==> src/rtl/dtp_pkg.sv <==
// Shared types and constants for the DER identifier-and-length header parser.
`timescale 1ns / 1ps
`default_nettype none

package dtp_pkg;

    // Identifier byte: low five bits all ones announce a high tag number
    localparam logic [4:0] TAG_HIGH_ESCAPE = 5'h1F;

    // Depth of the queue between the decoder and the result stage
    localparam int QUEUE_DEPTH = 4;
    localparam int QPTR_BITS   = $clog2(QUEUE_DEPTH);
    localparam int QCNT_BITS   = $clog2(QUEUE_DEPTH + 1);

    // One finished header as the decoder hands it on, before the clamp
    typedef struct packed {
        logic        failed;
        logic [31:0] tag_number;
        logic [1:0]  tag_class;
        logic        is_constructed;
        logic        len_big;       // decoded length has bits above 15 set
        logic [15:0] len_low;       // low 16 bits of the decoded length
        logic [15:0] remaining;     // bytes left after the header
    } hdr_event_t;

    // One result request as it leaves the block
    typedef struct packed {
        logic [31:0] tag_number;
        logic [1:0]  tag_class;
        logic        is_constructed;
        logic [15:0] content_length;
        logic        failed;
    } hdr_result_t;

    // Status of the event queue
    typedef struct packed {
        logic full;
        logic not_empty;
    } q_status_t;

endpackage

`default_nettype wire

==> src/rtl/dtp_front.sv <==
// Byte-wise decoder for the identifier and length octets of a DER header.
`timescale 1ns / 1ps
`default_nettype none

module dtp_front
    import dtp_pkg::*;
#(
    parameter int TAG_BITS = 32
)
(
    input  wire logic        clk,
    input  wire logic        rst_n,
    input  wire logic        req_valid,
    input  wire logic [7:0]  data_byte,
    input  wire logic [15:0] bytes_left,
    input  wire logic        restart,
    output logic             evt_valid,
    output hdr_event_t       evt
);

    // Decoder phases
    localparam logic [1:0] PH_IDLE      = 2'd0;
    localparam logic [1:0] PH_TAG_MORE  = 2'd1;
    localparam logic [1:0] PH_LEN_FIRST = 2'd2;
    localparam logic [1:0] PH_LEN_MORE  = 2'd3;

    logic [1:0]          phase_reg, phase_next;
    logic [TAG_BITS-1:0] tag_reg, tag_next;
    logic [63:0]         len_reg, len_next;
    logic [6:0]          octets_reg, octets_next;
    logic [1:0]          class_reg, class_next;
    logic                cons_reg, cons_next;

    logic [1:0]  ph;
    logic        last_byte;
    logic        emit_fail;
    logic [15:0] emit_len_low;
    logic        emit_len_big;
    logic [63:0] tag_wide;

    assign last_byte = (bytes_left == 16'd1);
    assign tag_wide  = 64'(tag_next);

    // Next-state decode of one request
    always_comb
    begin
        phase_next   = phase_reg;
        tag_next     = tag_reg;
        len_next     = len_reg;
        octets_next  = octets_reg;
        class_next   = class_reg;
        cons_next    = cons_reg;
        evt_valid    = 1'b0;
        emit_fail    = 1'b0;
        emit_len_low = 16'd0;
        emit_len_big = 1'b0;
        ph           = restart ? PH_IDLE : phase_reg;

        if (req_valid)
        begin
            phase_next = ph;
            if (bytes_left == 16'd0)
            begin
                // The buffer is already empty: the byte is ignored.
                evt_valid = 1'b1;
                if (ph == PH_IDLE)
                begin
                    class_next = 2'd0;
                    cons_next  = 1'b0;
                    tag_next   = '0;
                    emit_fail  = 1'b1;
                end
                else if (ph == PH_TAG_MORE)
                begin
                    emit_fail = 1'b1;
                end
            end
            else
            begin
                case (ph)
                    PH_IDLE:
                    begin
                        class_next = data_byte[7:6];
                        cons_next  = data_byte[5];
                        tag_next   = TAG_BITS'(data_byte[4:0]);
                        if (data_byte[4:0] != TAG_HIGH_ESCAPE)
                        begin
                            if (last_byte)
                                evt_valid = 1'b1;
                            else
                                phase_next = PH_LEN_FIRST;
                        end
                        else if (last_byte)
                        begin
                            evt_valid = 1'b1;
                            emit_fail = 1'b1;
                        end
                        else
                        begin
                            phase_next = PH_TAG_MORE;
                        end
                    end
                    PH_TAG_MORE:
                    begin
                        tag_next = {tag_reg[TAG_BITS-8:0], 7'd0} + TAG_BITS'(data_byte[6:0]);
                        if (data_byte[7])
                        begin
                            if (last_byte)
                            begin
                                evt_valid = 1'b1;
                                emit_fail = 1'b1;
                            end
                        end
                        else if (last_byte)
                        begin
                            evt_valid = 1'b1;
                        end
                        else
                        begin
                            phase_next = PH_LEN_FIRST;
                        end
                    end
                    PH_LEN_FIRST:
                    begin
                        if (data_byte[7])
                        begin
                            // Long form; zero octets gives a length of zero.
                            if ((data_byte[6:0] == 7'd0) || last_byte)
                            begin
                                evt_valid = 1'b1;
                            end
                            else
                            begin
                                len_next    = 64'd0;
                                octets_next = data_byte[6:0];
                                phase_next  = PH_LEN_MORE;
                            end
                        end
                        else
                        begin
                            evt_valid    = 1'b1;
                            emit_len_low = {9'd0, data_byte[6:0]};
                        end
                    end
                    default:
                    begin
                        len_next    = {len_reg[55:0], data_byte};
                        octets_next = octets_reg - 7'd1;
                        if (octets_next == 7'd0)
                        begin
                            evt_valid    = 1'b1;
                            emit_len_low = len_next[15:0];
                            emit_len_big = |len_next[63:16];
                        end
                        else if (last_byte)
                        begin
                            evt_valid = 1'b1;
                        end
                    end
                endcase
            end

            // Every finished header sends the decoder back to idle.
            if (evt_valid)
                phase_next = PH_IDLE;
        end
    end

    // Event handed to the queue
    always_comb
    begin
        evt.failed         = emit_fail;
        evt.tag_number     = emit_fail ? 32'd0 : tag_wide[31:0];
        evt.tag_class      = class_next;
        evt.is_constructed = cons_next;
        evt.len_big        = emit_len_big;
        evt.len_low        = emit_len_low;
        evt.remaining      = (bytes_left == 16'd0) ? 16'd0 : bytes_left - 16'd1;
    end

    // Decoder state
    always_ff @(posedge clk or negedge rst_n)
    begin
        if (!rst_n)
        begin
            phase_reg  <= PH_IDLE;
            tag_reg    <= '0;
            len_reg    <= 64'd0;
            octets_reg <= 7'd0;
            class_reg  <= 2'd0;
            cons_reg   <= 1'b0;
        end
        else
        begin
            phase_reg  <= phase_next;
            tag_reg    <= tag_next;
            len_reg    <= len_next;
            octets_reg <= octets_next;
            class_reg  <= class_next;
            cons_reg   <= cons_next;
        end
    end

endmodule

`default_nettype wire

==> src/rtl/dtp_queue.sv <==
// Short first-in first-out queue of decoded headers between decoder and result stage.
`timescale 1ns / 1ps
`default_nettype none

module dtp_queue
    import dtp_pkg::*;
(
    input  wire logic        clk,
    input  wire logic        rst_n,
    input  wire logic        wr_en,
    input  wire hdr_event_t  wr_data,
    input  wire logic        rd_en,
    output hdr_event_t       rd_data,
    output q_status_t        status
);

    hdr_event_t           slot_reg [QUEUE_DEPTH];
    logic [QPTR_BITS-1:0] wr_ptr_reg, wr_ptr_next;
    logic [QPTR_BITS-1:0] rd_ptr_reg, rd_ptr_next;
    logic [QCNT_BITS-1:0] count_reg, count_next;
    logic                 do_wr, do_rd;

    assign status.full      = (count_reg == QCNT_BITS'(QUEUE_DEPTH));
    assign status.not_empty = (count_reg != '0);
    assign do_wr   = wr_en && !status.full;
    assign do_rd   = rd_en && status.not_empty;
    assign rd_data = slot_reg[rd_ptr_reg];

    // Pointer and fill count update
    always_comb
    begin
        wr_ptr_next = do_wr ? wr_ptr_reg + QPTR_BITS'(1) : wr_ptr_reg;
        rd_ptr_next = do_rd ? rd_ptr_reg + QPTR_BITS'(1) : rd_ptr_reg;
        count_next  = count_reg;
        if (do_wr && !do_rd)
            count_next = count_reg + QCNT_BITS'(1);
        else if (do_rd && !do_wr)
            count_next = count_reg - QCNT_BITS'(1);
    end

    always_ff @(posedge clk or negedge rst_n)
    begin
        if (!rst_n)
        begin
            wr_ptr_reg <= '0;
            rd_ptr_reg <= '0;
            count_reg  <= '0;
        end
        else
        begin
            wr_ptr_reg <= wr_ptr_next;
            rd_ptr_reg <= rd_ptr_next;
            count_reg  <= count_next;
        end
    end

    // Slot storage needs no reset.
    always_ff @(posedge clk)
    begin
        if (do_wr)
            slot_reg[wr_ptr_reg] <= wr_data;
    end

endmodule

`default_nettype wire

==> src/rtl/dtp_back.sv <==
// Result stage: clamps the length to the bytes left and holds the result register.
`timescale 1ns / 1ps
`default_nettype none

module dtp_back
    import dtp_pkg::*;
(
    input  wire logic        clk,
    input  wire logic        rst_n,
    input  wire logic        evt_ready,
    input  wire hdr_event_t  evt,
    output logic             evt_take,
    input  wire logic        pop,
    output logic             out_valid,
    output hdr_result_t      out_data
);

    logic        out_valid_reg, out_valid_next;
    hdr_result_t out_data_reg;
    hdr_result_t res;
    logic        clamp;

    // Clamp the decoded length to the bytes after the header
    always_comb
    begin
        clamp                = evt.len_big || (evt.len_low > evt.remaining);
        res.tag_number       = evt.tag_number;
        res.tag_class        = evt.tag_class;
        res.is_constructed   = evt.is_constructed;
        res.failed           = evt.failed;
        if (evt.failed)
            res.content_length = 16'd0;
        else if (clamp)
            res.content_length = evt.remaining;
        else
            res.content_length = evt.len_low;
    end

    // Load a new result when the register is free or being emptied
    assign evt_take       = evt_ready && (!out_valid_reg || pop);
    assign out_valid_next = evt_take || (out_valid_reg && !pop);
    assign out_valid      = out_valid_reg;
    assign out_data       = out_data_reg;

    always_ff @(posedge clk or negedge rst_n)
    begin
        if (!rst_n)
            out_valid_reg <= 1'b0;
        else
            out_valid_reg <= out_valid_next;
    end

    always_ff @(posedge clk)
    begin
        if (evt_take)
            out_data_reg <= res;
    end

endmodule

`default_nettype wire

==> src/rtl/der_tlv_header_parser.sv <==
// Top level of the DER identifier-and-length header parser.
`timescale 1ns / 1ps
`default_nettype none

// Takes the header bytes of a DER element one per request, each with the count of buffer
// bytes left, and delivers one result request per finished header: tag class, constructed
// flag, tag number, the length clamped to the bytes after the header, and a failure flag
// when the buffer ends inside the tag. One byte is accepted every clock cycle while full is
// low; the decoder hands finished headers to a four-entry queue, after which one result
// register feeds the output, so full rises only once four headers wait in the queue and
// one more in the result register. A finished header passes through the queue and the
// result register before it is on the ports, where it stays until popped. A high tag
// number accumulates modulo 2^TAG_BITS and is reported in its low 32 bits.
module der_tlv_header_parser
    import dtp_pkg::*;
#(
    parameter int TAG_BITS = 32
)
(
    input  wire logic        clk,
    input  wire logic        rst_n,
    input  wire logic        push,
    output logic             full,
    input  wire logic [7:0]  data_byte,
    input  wire logic [15:0] bytes_left,
    input  wire logic        restart,
    output logic             empty,
    input  wire logic        pop,
    output logic [31:0]      tag_number,
    output logic [1:0]       tag_class,
    output logic             is_constructed,
    output logic [15:0]      content_length,
    output logic             failed
);

    logic        in_accept;
    logic        evt_valid;
    hdr_event_t  evt_in;
    hdr_event_t  evt_head;
    q_status_t   q_stat;
    logic        evt_take;
    logic        out_valid;
    hdr_result_t out_data;

    assign full      = q_stat.full;
    assign in_accept = push && !q_stat.full;

    // Decoder
    dtp_front #(
        .TAG_BITS (TAG_BITS)
    ) u_front (
        .clk        (clk),
        .rst_n      (rst_n),
        .req_valid  (in_accept),
        .data_byte  (data_byte),
        .bytes_left (bytes_left),
        .restart    (restart),
        .evt_valid  (evt_valid),
        .evt        (evt_in)
    );

    // Queue of finished headers
    dtp_queue u_queue (
        .clk     (clk),
        .rst_n   (rst_n),
        .wr_en   (evt_valid),
        .wr_data (evt_in),
        .rd_en   (evt_take),
        .rd_data (evt_head),
        .status  (q_stat)
    );

    // Result stage
    dtp_back u_back (
        .clk       (clk),
        .rst_n     (rst_n),
        .evt_ready (q_stat.not_empty),
        .evt       (evt_head),
        .evt_take  (evt_take),
        .pop       (pop),
        .out_valid (out_valid),
        .out_data  (out_data)
    );

    assign empty          = !out_valid;
    assign tag_number     = out_data.tag_number;
    assign tag_class      = out_data.tag_class;
    assign is_constructed = out_data.is_constructed;
    assign content_length = out_data.content_length;
    assign failed         = out_data.failed;

    // A failed header carries neither a tag number nor a length.
    a_fail_zero: assert property (@(posedge clk) disable iff (!rst_n)
        (!empty && failed) |-> (tag_number == 32'd0 && content_length == 16'd0))
        else $error("failed result carries a tag number or length");

    // The clamp never lets the length reach the full buffer size.
    a_clamp: assert property (@(posedge clk) disable iff (!rst_n)
        !empty |-> (content_length != 16'hFFFF))
        else $error("content length exceeds the bytes left after the header");

    // A result only appears when the queue had a header to give.
    a_from_queue: assert property (@(posedge clk) disable iff (!rst_n)
        $fell(empty) |-> $past(q_stat.not_empty))
        else $error("result appeared without a queued header");

    // A header is written only when the queue can take it.
    a_no_overrun: assert property (@(posedge clk) disable iff (!rst_n)
        evt_valid |-> !q_stat.full)
        else $error("decoded header written into a full queue");

endmodule

`default_nettype wire

==> config.mk <==
export PLATFORM = sky130hd
export DESIGN_NAME = der_tlv_header_parser
export DESIGN_NICKNAME = d
export VERILOG_FILES = /design/src/rtl/dtp_pkg.sv /design/src/rtl/dtp_front.sv /design/src/rtl/dtp_queue.sv /design/src/rtl/dtp_back.sv /design/src/rtl/der_tlv_header_parser.sv
export SDC_FILE = /design/constraint.sdc
export NUM_CORES = 1
export LEC_CHECK = 0
export ABC_AREA = 1
export BUFFER_PORTS_ARGS = -buffer_cell sky130_fd_sc_hd__buf_2
export CAP_MARGIN = 15
export CORE_MARGIN = 10
export CORE_UTILIZATION = 55
export DETAILED_ROUTE_END_ITERATION = 16
export PLACE_DENSITY = 0.83
export SLEW_MARGIN = 25
export SYNTH_ARGS = -nofsm -noshare
export SYNTH_HDL_FRONTEND = slang
export SYNTH_SLANG_ARGS = --single-unit
export TNS_END_PERCENT = 5
==> constraint.sdc <==
create_clock -name clk -period 5.1 [get_ports clk]
set_input_delay 1.02 -clock clk [delete_from_list [all_inputs] [get_ports clk]]
set_output_delay 1.02 -clock clk [all_outputs]
set_load 0.02 [all_outputs]
==> flow_summary.yaml, run 1 <==
clock_network:
  cts_resized: 0
  clockBufferDepth: 3
  cts-hold-fix-buffers: 0
  tritoncts: "built"
  clock-root-buffer: "clkbuf_16"
  h-tree-depth: 2
  insertion_delay_ns: 0.55
  clkSlewWorstSetupHoldPaths_ns: 0.06
  cts.sinks: 436
  numCtsBuffers: 43
  cts_setup_buffers: 0
logic_synthesis:
  synth_top_area_share_pct: 53.0
  synth_ff_type: "edfxtp_1"
  synth.distinct_cells: 46
  yosys.area_share.adder_pct: 1.86
  syn_nets: 1692
  ys_ff_latch: 436
  post-synth-top-count-cell: "edfxtp_1"
  synthSimpleGateAreaFrac_pct: 13.1
  synthTopCellsByArea: "edfxtp_1 53%, dfrtp_1 15%, nand2_1 5.4%, inv_1 3.6%, nor2_1 3.4%"
  yosysTopAreaCell: "edfxtp_1"
  syn_area_per_cell_um2: 11.4
  synth_compound_area_share_pct: 11.0
  synth_xor_area_share_pct: 0.660
  synth_mux_area_share_pct: 0.0606
  yosys_warnings: 0
  ys_seq_area_share_pct: 67.5
  synth_top_family_by_area: "simple AND/OR/NAND/NOR gates"
  ys_async_sr_fraction_pct: 24.8
  synth_edf_count: 328
  netlist_instances: 1636
  syn-cell-area_um2: 18600
  synth_top_cells_by_count: "328 x edfxtp_1, 269 x nand2_1, 177 x inv_1"
route:
  first_pass_iters: 6
  drt-vias-per-instance: 5.65
  wl_per_cell_um: 18.6
  drt-total-wl_um: 40600
  dr_total_vias: 12300
  drtIter0Drc: 1258
  drc_errors: 0
  ant_nets: 0
grt:
  grt_pass1_wl_um: 64800
  grt_use_total_pct: 19.4
  grt_overflow: 0
  grt_max_degree: 89
  antenna_found_initial: 0
  grt_pass1_vias: 12200
layout:
  syn_to_final_growth_pct: 11.9
  nets: 1761
  fill_cells: 2360
  final_util_pct: 62.2
  drive_gt1_share_pct: 13.1
  final-seq-area_um2: 12600
  multi_input_area_um2: 5000
  antenna_cells: 0
  largest_reg_flops: 276
setup_path:
  cp-end-kind: "flip-flop"
  critPathMaxFanout: 43
  timing.rr.end: "u_back.out_data[16]$_SDFFCE_PP0P_"
  reg2regPathDepth: 15
  r2r_slack_ns: 1.16
  worstReg2RegStart: "u_queue.rd_ptr_reg[1]$_DFFE_PN0P_"
  worst-setup-path-type: "flip-flop to flip-flop"
  cp_data_required_time_ns: 5.39
  startpoint_type: "flip-flop"
  arrival_ns: 4.23
floorplanning:
  rows: 67
  core_um2: 33400
  die_h_um: 204
  die_x_um: 204
  die_area_um2: 41500
  io_pins: 83
  start_util_pct: 55.6
sta:
  final-hold-violation-count: 0
  finalSetupViolCount: 0
  rsz0062_at_grt: "false"
  timing.slew.headroom_pct: 33.7
  worst_pin_slew_ns: 0.992
  fin_crit_sh_pct: 77.2
  fin_ws_ns: 1.16
  max_freq_ghz: 0.254
  finClkSkew_ns: 0.0209
  layout_min_cycle_time_ns: 3.94
  slew_viol_final: 0
hold_path:
  holdPathStages: 2
  worstHoldEndpoint: "u_front.len_reg[51]$_DFFE_PN0P_"
  worstHoldStart: "u_front.len_reg[51]$_DFFE_PN0P_"
  hold_path_class: "flip-flop to flip-flop"
flow_run:
  drv_cap: 0
pwr:
  total_power_w: 0.0120
  ir_drop_mv: 0.434
  leakage_nw: 8.31
  power_density_nw_per_um2: 576
placed_design:
  gp_congestion: 0.868
  dp_slack_ns: 1.10
  dp_hpwl_um: 24800
  io_buffers: 82
outcome:
  outcome: "finished, final reports clean"
-- layout by cell type (no fill, tap or decap), types with 8 or more instances in the layout --
cell type,n
edfxtp_1,328
o21ai_1,34
clkbuf_16,44
o21ai_4,11
nor4_1,13
a32oi_1,31
clkinv_2,8
inv_1,175
dfrtp_1,107
a21oi_1,69
nand2_1,269
buf_2,81
ha_1,26
o22ai_1,37
xor2_1,8
nor2_1,166
nand3_1,83
o31ai_1,24
buf_4,21
clkbuf_1,11
o21ai_0,98
o21ai_2,15
nand4_1,9
-- critical path, cell delays in order (launching register included) --
cell	delay, ns
dfrtp_1	0.38
inv_2	0.55
buf_4	0.36
a21oi_1	0.07
a32oi_1	0.40
inv_1	0.10
ha_1	0.30
nand2_1	0.06
nor2_1	0.17
nand2_1	0.07
nand2_1	0.06
nand2_1	0.05
nand2_1	0.05
nand2_1	0.55
a21oi_1	0.39
nor2_1	0.08
-- metal layers --
metal	track usage, %	vias to the layer above	wire length [µm]
met1	25.3	5979	16800
li1	-	5806	-
met2	32.1	493	19800
met4	7.03	0	983
met3	3.39	68	2950
met5	0	-	0
-- per-stage QoR --
| stage | hold slack, ns | setup TNS, ns | instance area (µm²) | cells |
|---|---|---|---|---|
| after floorplan | 0.452 | -97.05 | 18600 | 1636 |
| after global placement | 0.469 | 0 | 19400 | 2108 |
| after detailed placement | 0.478 | 0 | 19400 | 2108 |
| after CTS | 0.493 | 0 | 20800 | 2187 |
| after global routing | 0.511 | 0 | 20800 | 2187 |
| final | 0.493 | 0 | 20800 | 2187 |
-- worst max path at each step --
stage / from / slack (ns) / endpoint / cells past startpoint
3_3_place_gp: bytes_left[1] / 1.23 / u_queue.slot_reg[0][11]$_DFFE_PP_ / 14
3_5_place_dp: bytes_left[1] / 1.10 / u_queue.slot_reg[0][11]$_DFFE_PP_ / 14
2_1_floorplan: bytes_left[1] / -0.35 / u_queue.slot_reg[0][0]$_DFFE_PP_ / 12
6_report: u_queue.rd_ptr_reg[1]$_DFFE_PN0P_ / 1.16 / u_back.out_data[16]$_SDFFCE_PP0P_ / 15
5_1_grt: u_queue.rd_ptr_reg[1]$_DFFE_PN0P_ / 0.80 / u_back.out_data[4]$_SDFFCE_PP0P_ / 14
4_1_cts: u_queue.rd_ptr_reg[1]$_DFFE_PN0P_ / 1.18 / u_back.out_data[4]$_SDFFCE_PP0P_ / 15
-- report_power, final --
group | switching (W) | internal, W | leakage, nW
clock network | 0.00128 | 0.00180 | 0.678
logic | 0.00281 | 0.00118 | 3.05
registers | 0.000299 | 0.00461 | 4.58
-- logic make-up after synthesis --
family | after synthesis
buffers and inverters | 263
AO/OA/AOI/OAI | 325
adder cells (fa/ha/maj) | 27
multiplexers | 1
flip-flops | 436
XOR/XNOR | 14
AND/OR/NAND/NOR | 570
-- layout make-up --
cell class,instances,share of cell area (%)
Tap cell,448,2.70
Timing Repair Buffer,104,2.90
Multi-Input combinational cell,937,24.0
Clock inverter,20,0.951
Inverter,183,3.32
Clock buffer,59,5.73
Sequential cell,436,60.4
(Power assumes the default switching activity.)
==> run 2, diff against run 1 <==
Settings changed: ABC_AREA 1 to 0.
Clock period 5.1 ns to 3.3 ns, I/O delays scaled along.
==> flow_summary.yaml, run 2 <==
grt:
  grt_max_degree: 69
  grt_pass1_wl_um: 59200
  grt_use_total_pct: 19.1
  antenna_found_initial: 0
  grt_overflow: 0
  grt_pass1_vias: 10600
setup_path:
  cp_data_required_time_ns: 3.59
  worst-setup-path-type: "flip-flop to flip-flop"
  startpoint_type: "flip-flop"
  cp-end-kind: "flip-flop"
  critPathMaxFanout: 10
  arrival_ns: 3.59
sta:
  timing.slew.headroom_pct: 46.6
  fin_ws_ns: -0.00348
  layout_min_cycle_time_ns: 3.30
  rsz0062_at_grt: "true"
  final-hold-violation-count: 0
  finalSetupViolCount: 1
  slew_viol_final: 0
  finClkSkew_ns: 0.0187
  fin_crit_sh_pct: 100
  worst_pin_slew_ns: 0.801
  max_freq_ghz: 0.303
  fin_hold_ws_ns: 0.159
logic_synthesis:
  synth_ff_type: "edfxtp_1"
  yosys.area_share.adder_pct: 1.94
  post-synth-top-count-cell: "edfxtp_1"
  syn-cell-area_um2: 17800
  synth_top_cells_by_count: "328 x edfxtp_1, 143 x nand2_1, 108 x dfrtp_1"
  yosysTopAreaCell: "edfxtp_1"
  synth_top_area_share_pct: 55.2
  syn_area_per_cell_um2: 15.8
  synth_compound_area_share_pct: 6.14
  ys_async_sr_fraction_pct: 24.8
  ys_ff_latch: 436
  ys_seq_area_share_pct: 70.4
  yosys_warnings: 0
  synthTopCellsByArea: "edfxtp_1 55%, dfrtp_1 15%, mux4_2 8.7%, nand2_1 3.0%, o21ai_0 2.2%"
  netlist_instances: 1131
  synth_edf_count: 328
  synth.distinct_cells: 65
  syn_nets: 1187
  synth_xor_area_share_pct: 0.835
  synth_mux_area_share_pct: 9.74
  synthSimpleGateAreaFrac_pct: 8.57
  synth_top_family_by_area: "multiplexers"
route:
  drt-vias-per-instance: 5.97
  drt-total-wl_um: 38000
  drtIter0Drc: 1104
  first_pass_iters: 6
  wl_per_cell_um: 21.9
  drc_errors: 0
  ant_nets: 0
  dr_total_vias: 10300
pwr:
  netSwitchingPower_w: 0.00571
  power.share.clock_pct: 26.8
  p_seq_share_pct: 43.1
  power_density_nw_per_um2: 855
  swShare_pct: 32.4
  total_power_w: 0.0176
  p_comb_share_pct: 30.1
  ir_drop_mv: 0.434
  leakage_nw: 7.80
  p_int_w: 0.0119
placed_design:
  io_buffers: 82
  dp.cells: 1646
  dp_hpwl_um: 23300
  dp_slack_ns: -0.0263
  gp_congestion: 0.856
  dpl-instance-area_um2: 19100
layout:
  layout_common_cells: "328 x edfxtp_1, 143 x nand2_1, 104 x dfrtp_1"
  drive_gt1_share_pct: 25.0
  syn_to_final_growth_pct: 15.7
  final_common_cell: "edfxtp_1"
  largest_reg_flops: 276
  antenna_cells: 0
  final_area_um2: 20600
  nets: 1318
  layout.cells.non_filler: 1733
clock_network:
  clockBufferDepth: 3
  cts.sinks: 436
  insertion_delay_ns: 0.55
  clock-root-buffer: "clkbuf_16"
  numCtsBuffers: 44
  cts-hold-fix-buffers: 0
  clkSlewWorstSetupHoldPaths_ns: 0.06
  h-tree-depth: 2
  tritoncts: "built"
floorplanning:
  die_area_um2: 40000
  io_pins: 83
  die_h_um: 200
  rows: 65
  die_x_um: 200
  start_util_pct: 56.1
  core_um2: 31800
flow_run:
  drv_cap: 0
outcome:
  outcome: "complete, but fails checks"
  violations: "setup timing"
hold_path:
  hold_path_class: "input pin to async pin"
[run 2: changes by cell type after synthesis, moves of 31 or more]
cell,previous run,this run
mux4_2,0,69
nor2_1,170,54
a21oi_1,70,27
nand2_1,269,143
inv_1,177,29
o21ai_1,34,1
o22ai_1,37,0
a32oi_1,31,0
nand3_1,83,4
[run 2: worst max-delay path, cell delays in order, from the launching register on]
cell and delay (ns):
dfrtp_4 0.46, buf_12 0.14, mux4_2 0.55, ha_1 0.36
nand4_1 0.27, or4_4 0.64, nor2_4 0.12, a31oi_4 0.05
buf_12 0.17, mux2i_2 0.21, nor2_1 0.06
[run 2: per-layer routing]
layer	track usage, %	vias up	part of all wire (%)
met2	32.3	437	51
met3	3.16	73	6.6
met5	0	-	0
met1	24.7	5270	40
li1	-	4560	-
met4	6.53	0	2.5
[run 2: kinds of logic (layout without fill, tap and decap cells)]
family | Yosys count | in the layout
compound gates | 169 | 169
fa+ha+maj | 27 | 27
flops | 436 | 436
buf+inv | 87 | 254
xor+xnor | 17 | 17
mux | 87 | 87
simple gates | 308 | 308
[run 2: path summary, 6_finish.rpt]
| check | start | to | slack [ns] | cells past startpoint |
|---|---|---|---|---|
| worst max-delay path | u_queue.rd_ptr_reg[0]$_DFFE_PN0P_ | u_back.out_data[16]$_SDFFCE_PP0P_ | -0.003 | 10 |
| worst min-delay path | rst_n | u_front.octets_reg[4]$_DFFE_PN0P_ | 0.16 | 1 |
| worst max register to register | u_queue.rd_ptr_reg[0]$_DFFE_PN0P_ | u_back.out_data[16]$_SDFFCE_PP0P_ | -0.003 | 10 |
| worst min register to register | u_front.len_reg[54]$_DFFE_PN0P_ | u_front.len_reg[54]$_DFFE_PN0P_ | 0.48 | 2 |
| max in group asynchronous | rst_n | u_queue.count_reg[1]$_DFFE_PN0P_ | 2.40 | 2 |
| min in group clk | pop | u_back.out_valid$_DFF_PN0_ | 0.33 | 2 |
[run 2: power groups by stage]
stage                     sequential [W]  combinational, W  clock [W]
after detailed placement         0.00772           0.00501          0
final                            0.00761           0.00531    0.00473
after global placement           0.00768           0.00480          0
after CTS                        0.00759           0.00521    0.00480
after floorplan                  0.00787           0.00319          0
after global routing             0.00770           0.00578    0.00502
[run 2: layout make-up]
type                            count  area, µm²
Timing Repair Buffer              143       1100
Inverter                           29        109
Clock buffer                       59       1200
Clock inverter                     23        191
Fill cell                        2055      11200
Multi-Input combinational cell    608       4930
Sequential cell                   436      12600
Tap cell                          435        544
[run 2: what timing repair did]
action / CTS / global route
buffers inserted: 5 / 0
endpoints found under the setup margin: 16 / 17
resized for setup: 1 / 12
pin swaps: 2 / 2
[run 2: metrics by stage]
step	utilization, %	TNS (ns)
4_1_cts	64.7	0
5_1_grt	64.9	-0.568
2_1_floorplan	-	-153.84
3_5_place_dp	60.1	-0.183
3_3_place_gp	60.1	0
6_report	64.9	-0.00348
